`src/rtl/sccc_pkg.sv`:
```
package sccc_pkg;

    localparam int unsigned SETS_DEF       = 256;
    localparam int unsigned WAYS_DEF       = 8;
    localparam int unsigned LINE_BYTES_DEF = 64;
    localparam int unsigned ADDR_BITS_DEF  = 32;

    // Action codes
    localparam logic [2:0] ACT_RD    = 3'd0;
    localparam logic [2:0] ACT_WR    = 3'd1;
    localparam logic [2:0] ACT_BRD   = 3'd2;
    localparam logic [2:0] ACT_BRDX  = 3'd3;
    localparam logic [2:0] ACT_BUPG  = 3'd4;
    localparam logic [2:0] ACT_PROBE = 3'd5;
    localparam logic [2:0] ACT_FILLS = 3'd6;
    localparam logic [2:0] ACT_FILLE = 3'd7;

    // Bus request codes
    localparam logic [2:0] BUS_NONE  = 3'd0;
    localparam logic [2:0] BUS_RD    = 3'd1;
    localparam logic [2:0] BUS_RDX   = 3'd2;
    localparam logic [2:0] BUS_PROBE = 3'd3;
    localparam logic [2:0] BUS_UPG   = 3'd4;
    localparam logic [2:0] BUS_RDXP  = 3'd5;

    // Line states
    localparam logic [2:0] ST_I = 3'd0;
    localparam logic [2:0] ST_S = 3'd1;
    localparam logic [2:0] ST_E = 3'd2;
    localparam logic [2:0] ST_O = 3'd3;
    localparam logic [2:0] ST_M = 3'd4;

    // Protocol codes
    localparam logic [1:0] PROT_MSI  = 2'd0;
    localparam logic [1:0] PROT_MESI = 2'd1;

    typedef struct packed {
        logic [2:0]  action;
        logic [31:0] address;
    } t_req;

    typedef struct packed {
        logic        hit;
        logic [2:0]  bus_request;
        logic        writeback;
        logic [31:0] victim_address;
        logic        flush;
        logic        intervention;
        logic        invalidation;
        logic        cache_transfer;
        logic [1:0]  copy_status;
        logic        copy_clean_exclusive;
    } t_rsp;

endpackage

```
`src/rtl/sccc_victim.sv`:
```
// Victim select: first invalid way, else lowest stamp (highest way on tie).
module sccc_victim
    import sccc_pkg::*;
#(
    parameter int unsigned WAYS = WAYS_DEF,
    localparam int unsigned WW = (WAYS > 1) ? $clog2(WAYS) : 1
) (
    input  logic [WAYS-1:0]       i_valid,
    input  logic [WAYS-1:0][31:0] i_stamp,
    output logic [WW-1:0]         o_way
);
    logic [WW-1:0] inv_way;
    logic          inv_any;
    logic [WW-1:0] lru_way;
    logic [31:0]   best;

    always_comb begin
        inv_way = '0;
        inv_any = 1'b0;
        lru_way = '0;
        best    = '1;
        for (int w = WAYS - 1; w >= 0; w--) begin
            if (!i_valid[w]) begin
                inv_way = WW'(w);
                inv_any = 1'b1;
            end
        end
        for (int w = 0; w < WAYS; w++) begin
            if (i_stamp[w] <= best) begin
                best    = i_stamp[w];
                lru_way = WW'(w);
            end
        end
        o_way = inv_any ? inv_way : lru_way;
    end
endmodule

```
`config.mk`:
```
export PLATFORM = sky130hd
export DESIGN_NAME = sccc_victim
export DESIGN_NICKNAME = d
export VERILOG_FILES = /design/src/rtl/sccc_pkg.sv /design/src/rtl/sccc_victim.sv
export SDC_FILE = /design/constraint.sdc
export NUM_CORES = 1
export LEC_CHECK = 0
export ABC_AREA = 1
export BUFFER_PORTS_ARGS = -buffer_cell sky130_fd_sc_hd__buf_2
export CELL_PAD_IN_SITES_DETAIL_PLACEMENT = 0
export CELL_PAD_IN_SITES_GLOBAL_PLACEMENT = 1
export CORE_ASPECT_RATIO = 1.75
export CORE_UTILIZATION = 32
export DETAILED_ROUTE_END_ITERATION = 8
export PLACE_DENSITY = 0.76
export SYNTH_ARGS = -nofsm -noshare
export SYNTH_HDL_FRONTEND = slang
export SYNTH_SLANG_ARGS = --single-unit
export TNS_END_PERCENT = 100
```
`constraint.sdc`:
```
create_clock -name vclk -period 13.9
set_input_delay 1.39 -clock vclk [all_inputs]
set_output_delay 1.39 -clock vclk [all_outputs]
set_load 0.1 [all_outputs]
```
* Word-level counts from Yosys, hierarchy flattened *
Index checks and enable logic that the tools add are counted.

word-level totals
  register bits after elaboration = 0

cells by class
  $lt $le $gt $ge = 8
  muxes and demuxes = 31

operators with widths
  kind                                                    number
  less-or-equal comparator 32 bit                         7
  two-way mux 32 bit                                      7
  two-way mux 3 bit                                       15
  less-or-equal comparator 32 bit, second input constant  1
  two-way mux 1 bit                                       9

* Depth between registers and ports, before layout *
Gate-level depths: netlist (run 1).

  depth in word-level cells = 17
  gate-level depth with buffers = 110
  mapped depth without buffers = 104

* Worst setup path before layout (run 1) *
Ideal clock, no wire load.

  kind = input-to-output
  from = input i_stamp[23] in the netlist's numbering
  to = output o_way[0]
  arrival time = 14.381 ns
  data required time = 12.510 ns
  setup slack = -1.871 ns
  stages on the path = 78
  path buffers = 6
  cells stage by stage = inv_1 ha_1 nand2_1 o21a_1 nand2_1 a21oi_1 nand2_2 nand2_1 clkinv_1 clkbuf_1 nand2_1 o21ai_0 ha_1 nand2_1 nor2_1 nand4_1 nor4_1 nand4_1 [... 42 more ...] inv_1 o31ai_1 clkinv_1 clkbuf_1 or2_2 nand2_1 ha_1 nand2_1 inv_1 a221oi_1 o221ai_1 nand2_1 o211ai_1 a21oi_1 a41oi_1 inv_1 nor3_1 a21oi_1

between the ends
  cells in the longest elaborated chain, start to end = 17

ends and longest elaborated chain
  what                             line               text
  start, declared                  sccc_victim.sv:9   input logic [WAYS-1:0][31:0] i_stamp,
  less-or-equal comparator 32 bit  sccc_victim.sv:29  if (i_stamp[w] <= best) begin
  two-way mux 32 bit *             sccc_victim.sv:29
  less-or-equal comparator 32 bit  sccc_victim.sv:29
  two-way mux 32 bit               sccc_victim.sv:29
  less-or-equal comparator 32 bit  sccc_victim.sv:29
  two-way mux 32 bit               sccc_victim.sv:29
  less-or-equal comparator 32 bit  sccc_victim.sv:29
  two-way mux 32 bit               sccc_victim.sv:29
  less-or-equal comparator 32 bit  sccc_victim.sv:29
  two-way mux 32 bit               sccc_victim.sv:29
  less-or-equal comparator 32 bit  sccc_victim.sv:29
  two-way mux 32 bit               sccc_victim.sv:29
  less-or-equal comparator 32 bit  sccc_victim.sv:29
  two-way mux 32 bit               sccc_victim.sv:29
  less-or-equal comparator 32 bit  sccc_victim.sv:29
  two-way mux 3 bit *              sccc_victim.sv:29
  two-way mux 3 bit *              sccc_victim.sv:34  o_way = inv_any ? inv_way : lru_way;
  end, declared                    sccc_victim.sv:10  output logic [WW-1:0] o_way

Mark *: on every way between the ends. The rest lies on a longest branch, timed or not.

* Worst setup path after layout (run 1) *
  from = input i_stamp[29] in the netlist's numbering
  to = output o_way[2]

between the ends
  cells in the longest elaborated chain, start to end = 17

ends and longest elaborated chain
  what                             line
  less-or-equal comparator 32 bit  sccc_victim.sv:29
  two-way mux 32 bit *             sccc_victim.sv:29
  less-or-equal comparator 32 bit  sccc_victim.sv:29
  two-way mux 32 bit *             sccc_victim.sv:29
  less-or-equal comparator 32 bit  sccc_victim.sv:29
  two-way mux 32 bit *             sccc_victim.sv:29
  less-or-equal comparator 32 bit  sccc_victim.sv:29
  two-way mux 32 bit               sccc_victim.sv:29
  less-or-equal comparator 32 bit  sccc_victim.sv:29
  two-way mux 32 bit               sccc_victim.sv:29
  less-or-equal comparator 32 bit  sccc_victim.sv:29
  two-way mux 32 bit               sccc_victim.sv:29
  less-or-equal comparator 32 bit  sccc_victim.sv:29
  two-way mux 32 bit               sccc_victim.sv:29
  less-or-equal comparator 32 bit  sccc_victim.sv:29
  two-way mux 3 bit *              sccc_victim.sv:29
  two-way mux 3 bit *              sccc_victim.sv:34

Marked as above.

==> results.toml, run 1 <==
[detailed_routing]
num_vias = 10400
vias_per_cell = 4.94
wl_um = 29900
ant_nets = 0
wl_per_cell_um = 14.2
route.detailed.drc = 0
drt_first_pass_iters = 6
drt_iter0_markers = 280

[placement]
dp_slack_ns = -2.80
dp_hpwl_um = 26100
post_dp_cell_area_um2 = 11400
dp_cells = 2049
gp_congestion = 0.892
io_buffers = 267

[grt]
grt_pass1_wl_um = 45600
grt_max_degree = 33
antenna_found_initial = 5
grt_use_total_pct = 22.4
grt_overflow = 0
grt_pass1_vias = 10000

[power]
switching_power_w = 0.000928
swShare_pct = 49.5
p_seq_share_pct = 0
p_clk_share_pct = 0
p_comb_share_pct = 100.0
power_leakage_nw = 6.75
vdd_ir_drop_max_mv = 0.0664
power.density_nw_per_um2 = 147
p_int_w = 0.000945
finalPower_w = 0.00187

[sta]
tightest_slew_ns = 0.449
timing.fmax_mhz = 65.2
period_needed_ns = 15.35
post-route-period-util_pct = 110
whs_ns = 3.23
relSlewSlack_pct = 69.7
rsz0062_at_grt = "yes"
finalHoldViolations = 0
maxSlewViolCount = 0
setup-violations-final = 3
setup_ws_ns = -1.45

[clock_network]
cts-hold-fix-buffers = 0

[floorplan]
ios = 267
die_area_um2 = 24900
core.rowCount = 75
core_area_um2 = 23900
dieWidth_um = 120
initial_utilization_pct = 32.5
die_h_um = 208

[logic_synthesis]
synth.area.top_cells = "ha_1 35%, nand2_1 16%, o21ai_0 9.0%"
postSynthAreaPerCell_um2 = 6.12
yosys.area.top_type = "ha_1"
synthCells = 1270
synth_top_area_share_pct = 35.4
netlist_area_um2 = 7770
syn_nets = 1754
yosys_warnings = 0
seq_area_frac_synth_pct = 0
synth_cell_types = 36

[layout]
layout_commonest_cell = "nand2_1"
final_area_um2 = 12700
syn_to_final_growth_pct = 63.5
drive_gt1_share_pct = 42.5
instances_no_fill = 2105
final_cell_mix = "317 x nand2_1, 265 x buf_2, 262 x buf_4, 199 x ha_1, 101 x inv_1"
seq_cell_count = 0
clock_buffers = 0
nets = 2278
ff_latch_area_um2 = 0

[critical_path]
crit_path_frequent_cell = "buf_4"
crit_path_start_kind = "input pin"
critPathMaxFanout = 24
cp_slowest_stage_delay_ns = 0.37
crit_required_ns = 12.51
crit_arrival_ns = 13.96
cp-end-kind = "output pin"
path_class = "input pin to output pin"
crit_slowest_cell = "or3_4"

[min_path]
holdPathStages = 4
hold_start = "i_valid[0]"
hold_class = "input pin to output pin"
holdPathEnd = "o_way[1]"

[run_status]
violations = "setup timing"
status = "finished, violations left"

[job]
cap_viol_max_count = 0
-- worst max-delay path by stage --
| stage | to | slack (ns) | cells past startpoint | startpoint |
|---|---|---|---|---|
| global placement | o_way[2] | -2.66 | 90 | i_stamp[31] |
| detailed placement | o_way[2] | -2.80 | 87 | i_stamp[31] |
| floorplan | o_way[2] | -0.13 | 84 | i_stamp[29] |
| finish | o_way[2] | -1.45 | 84 | i_stamp[29] |
| CTS | o_way[2] | -1.77 | 91 | i_stamp[31] |
| global route | o_way[2] | -2.32 | 89 | i_stamp[29] |
-- final cells by class --
type,count,area [µm²]
Inverter,111,450
Tap cell,308,385
Multi-Input combinational cell,1121,7990
Timing Repair inverter,2,17.5
Antenna cell,5,12.5
Timing Repair Buffer,558,3850
Fill cell,2418,11200
-- logic make-up (layout without fill, tap and decap cells) --
family          count (synthesis)  in the layout  share of synthesized area, %
buf+inv                       150            671                          7.73
fa+ha+maj                     220            220                          35.4
compound gates                272            272                          19.4
other cells                     0              5                             0
simple gates                  628            629                          37.5
-- metrics by stage --
| stage | utilization, % | setup TNS, ns |
|---|---|---|
| floorplan | - | -0.210 |
| global placement | 47.8 | -7.64 |
| detailed placement | 47.8 | -8.00 |
| CTS | 49.2 | -5.20 |
| global route | 53.1 | -6.77 |
| finish | 53.1 | -4.23 |
-- what timing repair did --
| action | in CTS | in global routing |
|---|---|---|
| gates cloned | 3 | 6 |
| pin swaps | 13 | 36 |
| setup endpoints to repair | 3 | 3 |
| buffers inserted | 9 | 33 |
| gates resized for setup | 63 | 137 |
-- cell usage after synthesis (19+ instances only) --
library cell / instances
nand3_1: 87
inv_1: 107
a21oi_1: 86
or2_2: 31
clkbuf_1: 33
nand2_1: 336
o21ai_0: 140
nand2_2: 24
a211oi_1: 19
nor2_1: 45
ha_1: 220
and2_1: 32
nand4_1: 29
-- worst max-delay path, delay by kind of cell --
kind	cells	cell delay, ns
fa+ha+maj	7	2.04
buf+inv	25	3.11
simple gates	36	4.55
compound gates	16	2.81
-- routing by layer --
| metal | GRT usage, % | share of wire (%) | vias up |
|---|---|---|---|
| li1 | - | - | 5479 |
| met1 | 22.6 | 36 | 4597 |
| met2 | 46.1 | 56 | 250 |
| met3 | 0.987 | 3.0 | 68 |
| met4 | 9.14 | 4.5 | 0 |
| met5 | 0 | 0 | - |
-- power groups by stage --
stage | Combinational (W) | Sequential [W] | Clock (W)
after detailed placement | 0.00155 | 0 | 0
after global placement | 0.00151 | 0 | 0
after floorplan | 0.000934 | 0 | 0
after CTS | 0.00163 | 0 | 0
after global routing | 0.00209 | 0 | 0.0000000000482
final | 0.00187 | 0 | 0.0000000000483
No activity file was read; power rests on OpenSTA's default activity.
==> run 2, diff against run 1 <==
==> constraint.sdc (replaced) <==
create_clock -name vclk -period 13.9
set_input_delay 1.39 -clock vclk [all_inputs]
set_output_delay 1.39 -clock vclk [all_outputs]
set_load 0.05 [all_outputs]
==> results.toml, run 2 (synthesized netlist as in run 1, its figures left out) <==
[run_status]
status = "finished, violations left"
violations = "setup timing"

[detailed_routing]
drt_first_pass_iters = 4
wl_met2_um = 18000
vias_per_cell = 4.96
drt_iter0_markers = 306
route.detailed.drc = 0
highest_layer = "met4"
wl_um = 31000
drt-met1-wl_um = 11000
num_vias = 10600
wl_met3_um = 789
wl_per_cell_um = 14.6
ant_nets = 0

[critical_path]
crit_arrival_ns = 13.95
crit_required_ns = 12.51
cp-end-kind = "output pin"
critPathMaxFanout = 13
path_class = "input pin to output pin"
crit_path_frequent_cell = "buf_4"
crit_path_start_kind = "input pin"
cp_slowest_stage_delay_ns = 0.35
crit_slowest_cell = "nor4_2"

[layout]
instances_no_fill = 2129
syn_to_final_growth_pct = 70.8
final_area_um2 = 13300
ff_latch_area_um2 = 0
layout_commonest_cell = "nand2_1"
drive_gt1_share_pct = 46.3
nFillCells = 2342
clock_buffers = 0
final_cell_mix = "297 x nand2_1, 267 x buf_2, 265 x buf_4, 184 x ha_1, 93 x inv_1"
seq_cell_count = 0
multi_input_area_um2 = 8320
nets = 2297

[power]
power.density_nw_per_um2 = 150
swShare_pct = 49.1
p_comb_share_pct = 100.0
switching_power_w = 0.000977
power_leakage_nw = 6.88
finalPower_w = 0.00199
vdd_ir_drop_max_mv = 0.0722
p_clk_share_pct = 0
p_seq_share_pct = 0
p_int_w = 0.00101

[sta]
tightest_slew_ns = 0.450
finalHoldViolations = 0
maxSlewViolCount = 0
post-route-period-util_pct = 110
timing.fmax_mhz = 65.2
whs_ns = 3.17
period_needed_ns = 15.34
setup_tns_ns = -4.21
relSlewSlack_pct = 69.7
rsz0062_at_grt = "yes"
setup_ws_ns = -1.44
setup-violations-final = 3

[placement]
dp_cells = 2043
io_buffers = 267
gp_congestion = 0.881
post_dp_cell_area_um2 = 11200
dp_hpwl_um = 26100

[floorplan]
ios = 267
die_h_um = 208
core.rowCount = 75
initial_utilization_pct = 32.5
die_area_um2 = 24900
dieWidth_um = 120
core_area_um2 = 23900

[min_path]
hold_class = "input pin to output pin"
holdPathEnd = "o_way[1]"
hold_start = "i_valid[1]"
holdPathStages = 4

[grt]
grt_pass1_vias = 10700
grt_max_degree = 30
antenna_found_initial = 10
grt_pass1_wl_um = 48800
grt_use_total_pct = 24.0
grt_overflow = 0

[clock_network]
cts-hold-fix-buffers = 0

[job]
cap_viol_max_count = 0
[run 2: cell types whose count changed in the layout (fill, tap and decap cells not counted), sizes merged]
cell	previous run	this run
buf	553	576
diode	5	10
clkbuf	5	2
clkinv	3	1
inv	109	111
nand2	364	363
[run 2: layer usage]
layer / vias to the layer above / track usage [%]
met5: - / 0
met4: 0 / 8.71
met3: 62 / 0.795
met2: 229 / 51.4
met1: 4736 / 23.2
li1: 5527 / -
[run 2: timing repair]
| action | CTS | global route |
|---|---|---|
| pin swaps | 82 | 69 |
| gates cloned | 7 | 4 |
| resized for setup | 180 | 165 |
| buffers inserted | 55 | 10 |
| endpoints found under the setup margin | 3 | 3 |
[run 2: final cells by class]
type,instances,share of cell area (%)
multi-input cells,1120,62.7
repair inverters,2,0.132
diodes,10,0.189
well taps,308,2.90
inverters,111,3.34
repair buffers,578,30.8
[run 2: per-stage QoR]
step,utilization (%),worst slack [ns]
finish,55.5,-1.44
detailed placement,46.9,-2.65
floorplan,-,0.0119
global route,55.5,-2.16
CTS,52.4,-1.79
global placement,46.9,-2.48
[run 2: worst max-delay path by stage]
stage / cells after the start / startpoint / to
2_1_floorplan: 81 / i_stamp[23] / o_way[2]
3_3_place_gp: 92 / i_stamp[31] / o_way[2]
3_5_place_dp: 89 / i_stamp[31] / o_way[2]
4_1_cts: 95 / i_stamp[28] / o_way[2]
5_1_grt: 93 / i_stamp[18] / o_way[0]
6_report: 93 / i_stamp[22] / o_way[0]
[run 2: power by group through the flow]
stage	Combinational, W	Clock, W	Sequential (W)
finish	0.00199	0.0000000000966	0
CTS	0.00177	0	0
global route	0.00221	0.0000000000964	0
floorplan	0.000913	0	0
detailed placement	0.00149	0	0
global placement	0.00146	0	0
[run 2: worst max-delay path: cells and delay by family]
family / cells / cell delay (ns)
buffers and inverters: 35 / 4.02
AOI/OAI and AO/OA: 19 / 2.71
adders and majority gates: 7 / 1.92
and+or+nand+nor: 32 / 3.83
==> run 3, diff against run 2 <==
--- a/config.mk
+++ b/config.mk
@@ -10,9 +10,9 @@
 export CELL_PAD_IN_SITES_DETAIL_PLACEMENT = 0
 export CELL_PAD_IN_SITES_GLOBAL_PLACEMENT = 1
 export CORE_ASPECT_RATIO = 1.75
-export CORE_UTILIZATION = 32
+export CORE_UTILIZATION = 36
 export DETAILED_ROUTE_END_ITERATION = 8
-export PLACE_DENSITY = 0.76
+export PLACE_DENSITY = 0.81
 export SYNTH_ARGS = -nofsm -noshare
 export SYNTH_HDL_FRONTEND = slang
 export SYNTH_SLANG_ARGS = --single-unit
==> constraint.sdc (replaced) <==
create_clock -name vclk -period 14.5
set_input_delay 1.45 -clock vclk [all_inputs]
set_output_delay 1.45 -clock vclk [all_outputs]
set_load 0.05 [all_outputs]
==> results.toml, run 3 (synthesized netlist as in run 1, its figures left out) <==
[run_status]
status = "finished, violations left"
violations = "setup timing"

[grt]
grt_use_total_pct = 23.5
grt_pass1_wl_um = 42700
grt_max_degree = 35
grt_overflow = 0
grt_pass1_vias = 9519
antenna_found_initial = 10

[layout]
nets = 2256
drive_gt1_share_pct = 43.2
final_area_um2 = 12600
final_cell_mix = "308 x nand2_1, 264 x buf_2, 235 x buf_4, 201 x ha_1, 96 x inv_1"
multi_input_area_um2 = 8050
seq_cell_count = 0
syn_to_final_growth_pct = 62.0
instances_no_fill = 2030
ff_latch_area_um2 = 0
layout_commonest_cell = "nand2_1"
clock_buffers = 0
nFillCells = 2034

[placement]
post_dp_cell_area_um2 = 11000
dp_slack_ns = -2.24
dp_hpwl_um = 24700
gp_congestion = 0.906
io_buffers = 267
dp_cells = 1971

[critical_path]
crit_path_frequent_cell = "buf_4"
crit_slowest_cell = "nor4_4"
cp-end-kind = "output pin"
path_class = "input pin to output pin"
crit_required_ns = 13.05
cp_slowest_stage_delay_ns = 0.40
critPathMaxFanout = 10
crit_path_start_kind = "input pin"
crit_arrival_ns = 14.31

[power]
vdd_ir_drop_max_mv = 0.0695
power.density_nw_per_um2 = 142
power_leakage_nw = 6.70
finalPower_w = 0.00179

[sta]
rsz0062_at_grt = "yes"
tightest_slew_ns = 0.391
post-route-period-util_pct = 109
setup_ws_ns = -1.26
timing.fmax_mhz = 63.5
maxSlewViolCount = 0
finalHoldViolations = 0
setup-violations-final = 3
relSlewSlack_pct = 73.6
period_needed_ns = 15.76

[detailed_routing]
vias_per_cell = 5.09
wl_um = 29400
num_vias = 10300
ant_nets = 0
drt_iter0_markers = 386
wl_per_cell_um = 14.5
drt_first_pass_iters = 6
route.detailed.drc = 0

[floorplan]
core.rowCount = 70
dieWidth_um = 113
ios = 267
die_area_um2 = 22200
die_h_um = 196
core_area_um2 = 21000
initial_utilization_pct = 37.0

[clock_network]
cts-hold-fix-buffers = 0

[job]
cap_viol_max_count = 0

[min_path]
hold_class = "input pin to output pin"
run 3: cell types whose count changed in the layout (fill, tap and decap cells not counted), moves of 7 or more:
cell	change
o21ai_2	+12
nand2_1	+11
clkbuf_16	+7
buf_4	-30
ha_4	-14
o21ai_1	-16
nand2_2	-10
ha_1	+17
a21oi_2	-9
a21oi_1	+10
run 3: final timing paths:
kind                        to   startpoint  cells after the start  slack [ns]
worst min-delay path  o_way[1]   i_valid[0]                      4        3.30
worst max-delay path  o_way[2]  i_stamp[29]                     87       -1.26
run 3: timing repair:
action                     4_1_cts  5_1_grt
pin swaps                       12       80
setup buffers                    6       38
resized for setup               60      253
setup endpoints to repair        3        3
gates cloned                     0       10
run 3: routing by layer:
| metal | wire [µm] | global-route usage, % | up-vias |
|---|---|---|---|
| li1 | - | - | 5451 |
| met2 | 16000 | 46.8 | 266 |
| met3 | 1040 | 1.97 | 86 |
| met4 | 1720 | 10.5 | 2 |
| met5 | 10 | 0 | - |
| met1 | 10600 | 24.3 | 4521 |
run 3: power by group:
group	internal [W]	switching, W	total (W)
clock	0.0000000000739	0	0.0000000000739
combinational	0.000900	0.000887	0.00179
sequential	0	0	0
run 3: worst max-delay path, delay by kind of cell:
family	cells	cell delay, ns
AND/OR/NAND/NOR	39	5.53
adder cells (fa/ha/maj)	7	2.02
AO/OA/AOI/OAI	15	2.14
buffers and inverters	26	3.11
run 3: stage by stage:
step | utilization [%] | TNS, ns | hold WS [ns]
floorplan | - | 0 | 3.15
global route | 59.9 | -5.64 | 3.35
detailed placement | 52.4 | -6.68 | 3.34
global placement | 52.4 | -6.29 | 3.35
finish | 59.9 | -3.72 | 3.30
CTS | 53.5 | -4.11 | 3.30
run 3: area by class of cell:
type,instances,area share (%)
multi-input combinational,1120,63.9
timing repair inverter,1,0.0894
tap,252,2.50
timing repair buffer,538,29.9
inverter,111,3.49
antenna,8,0.159
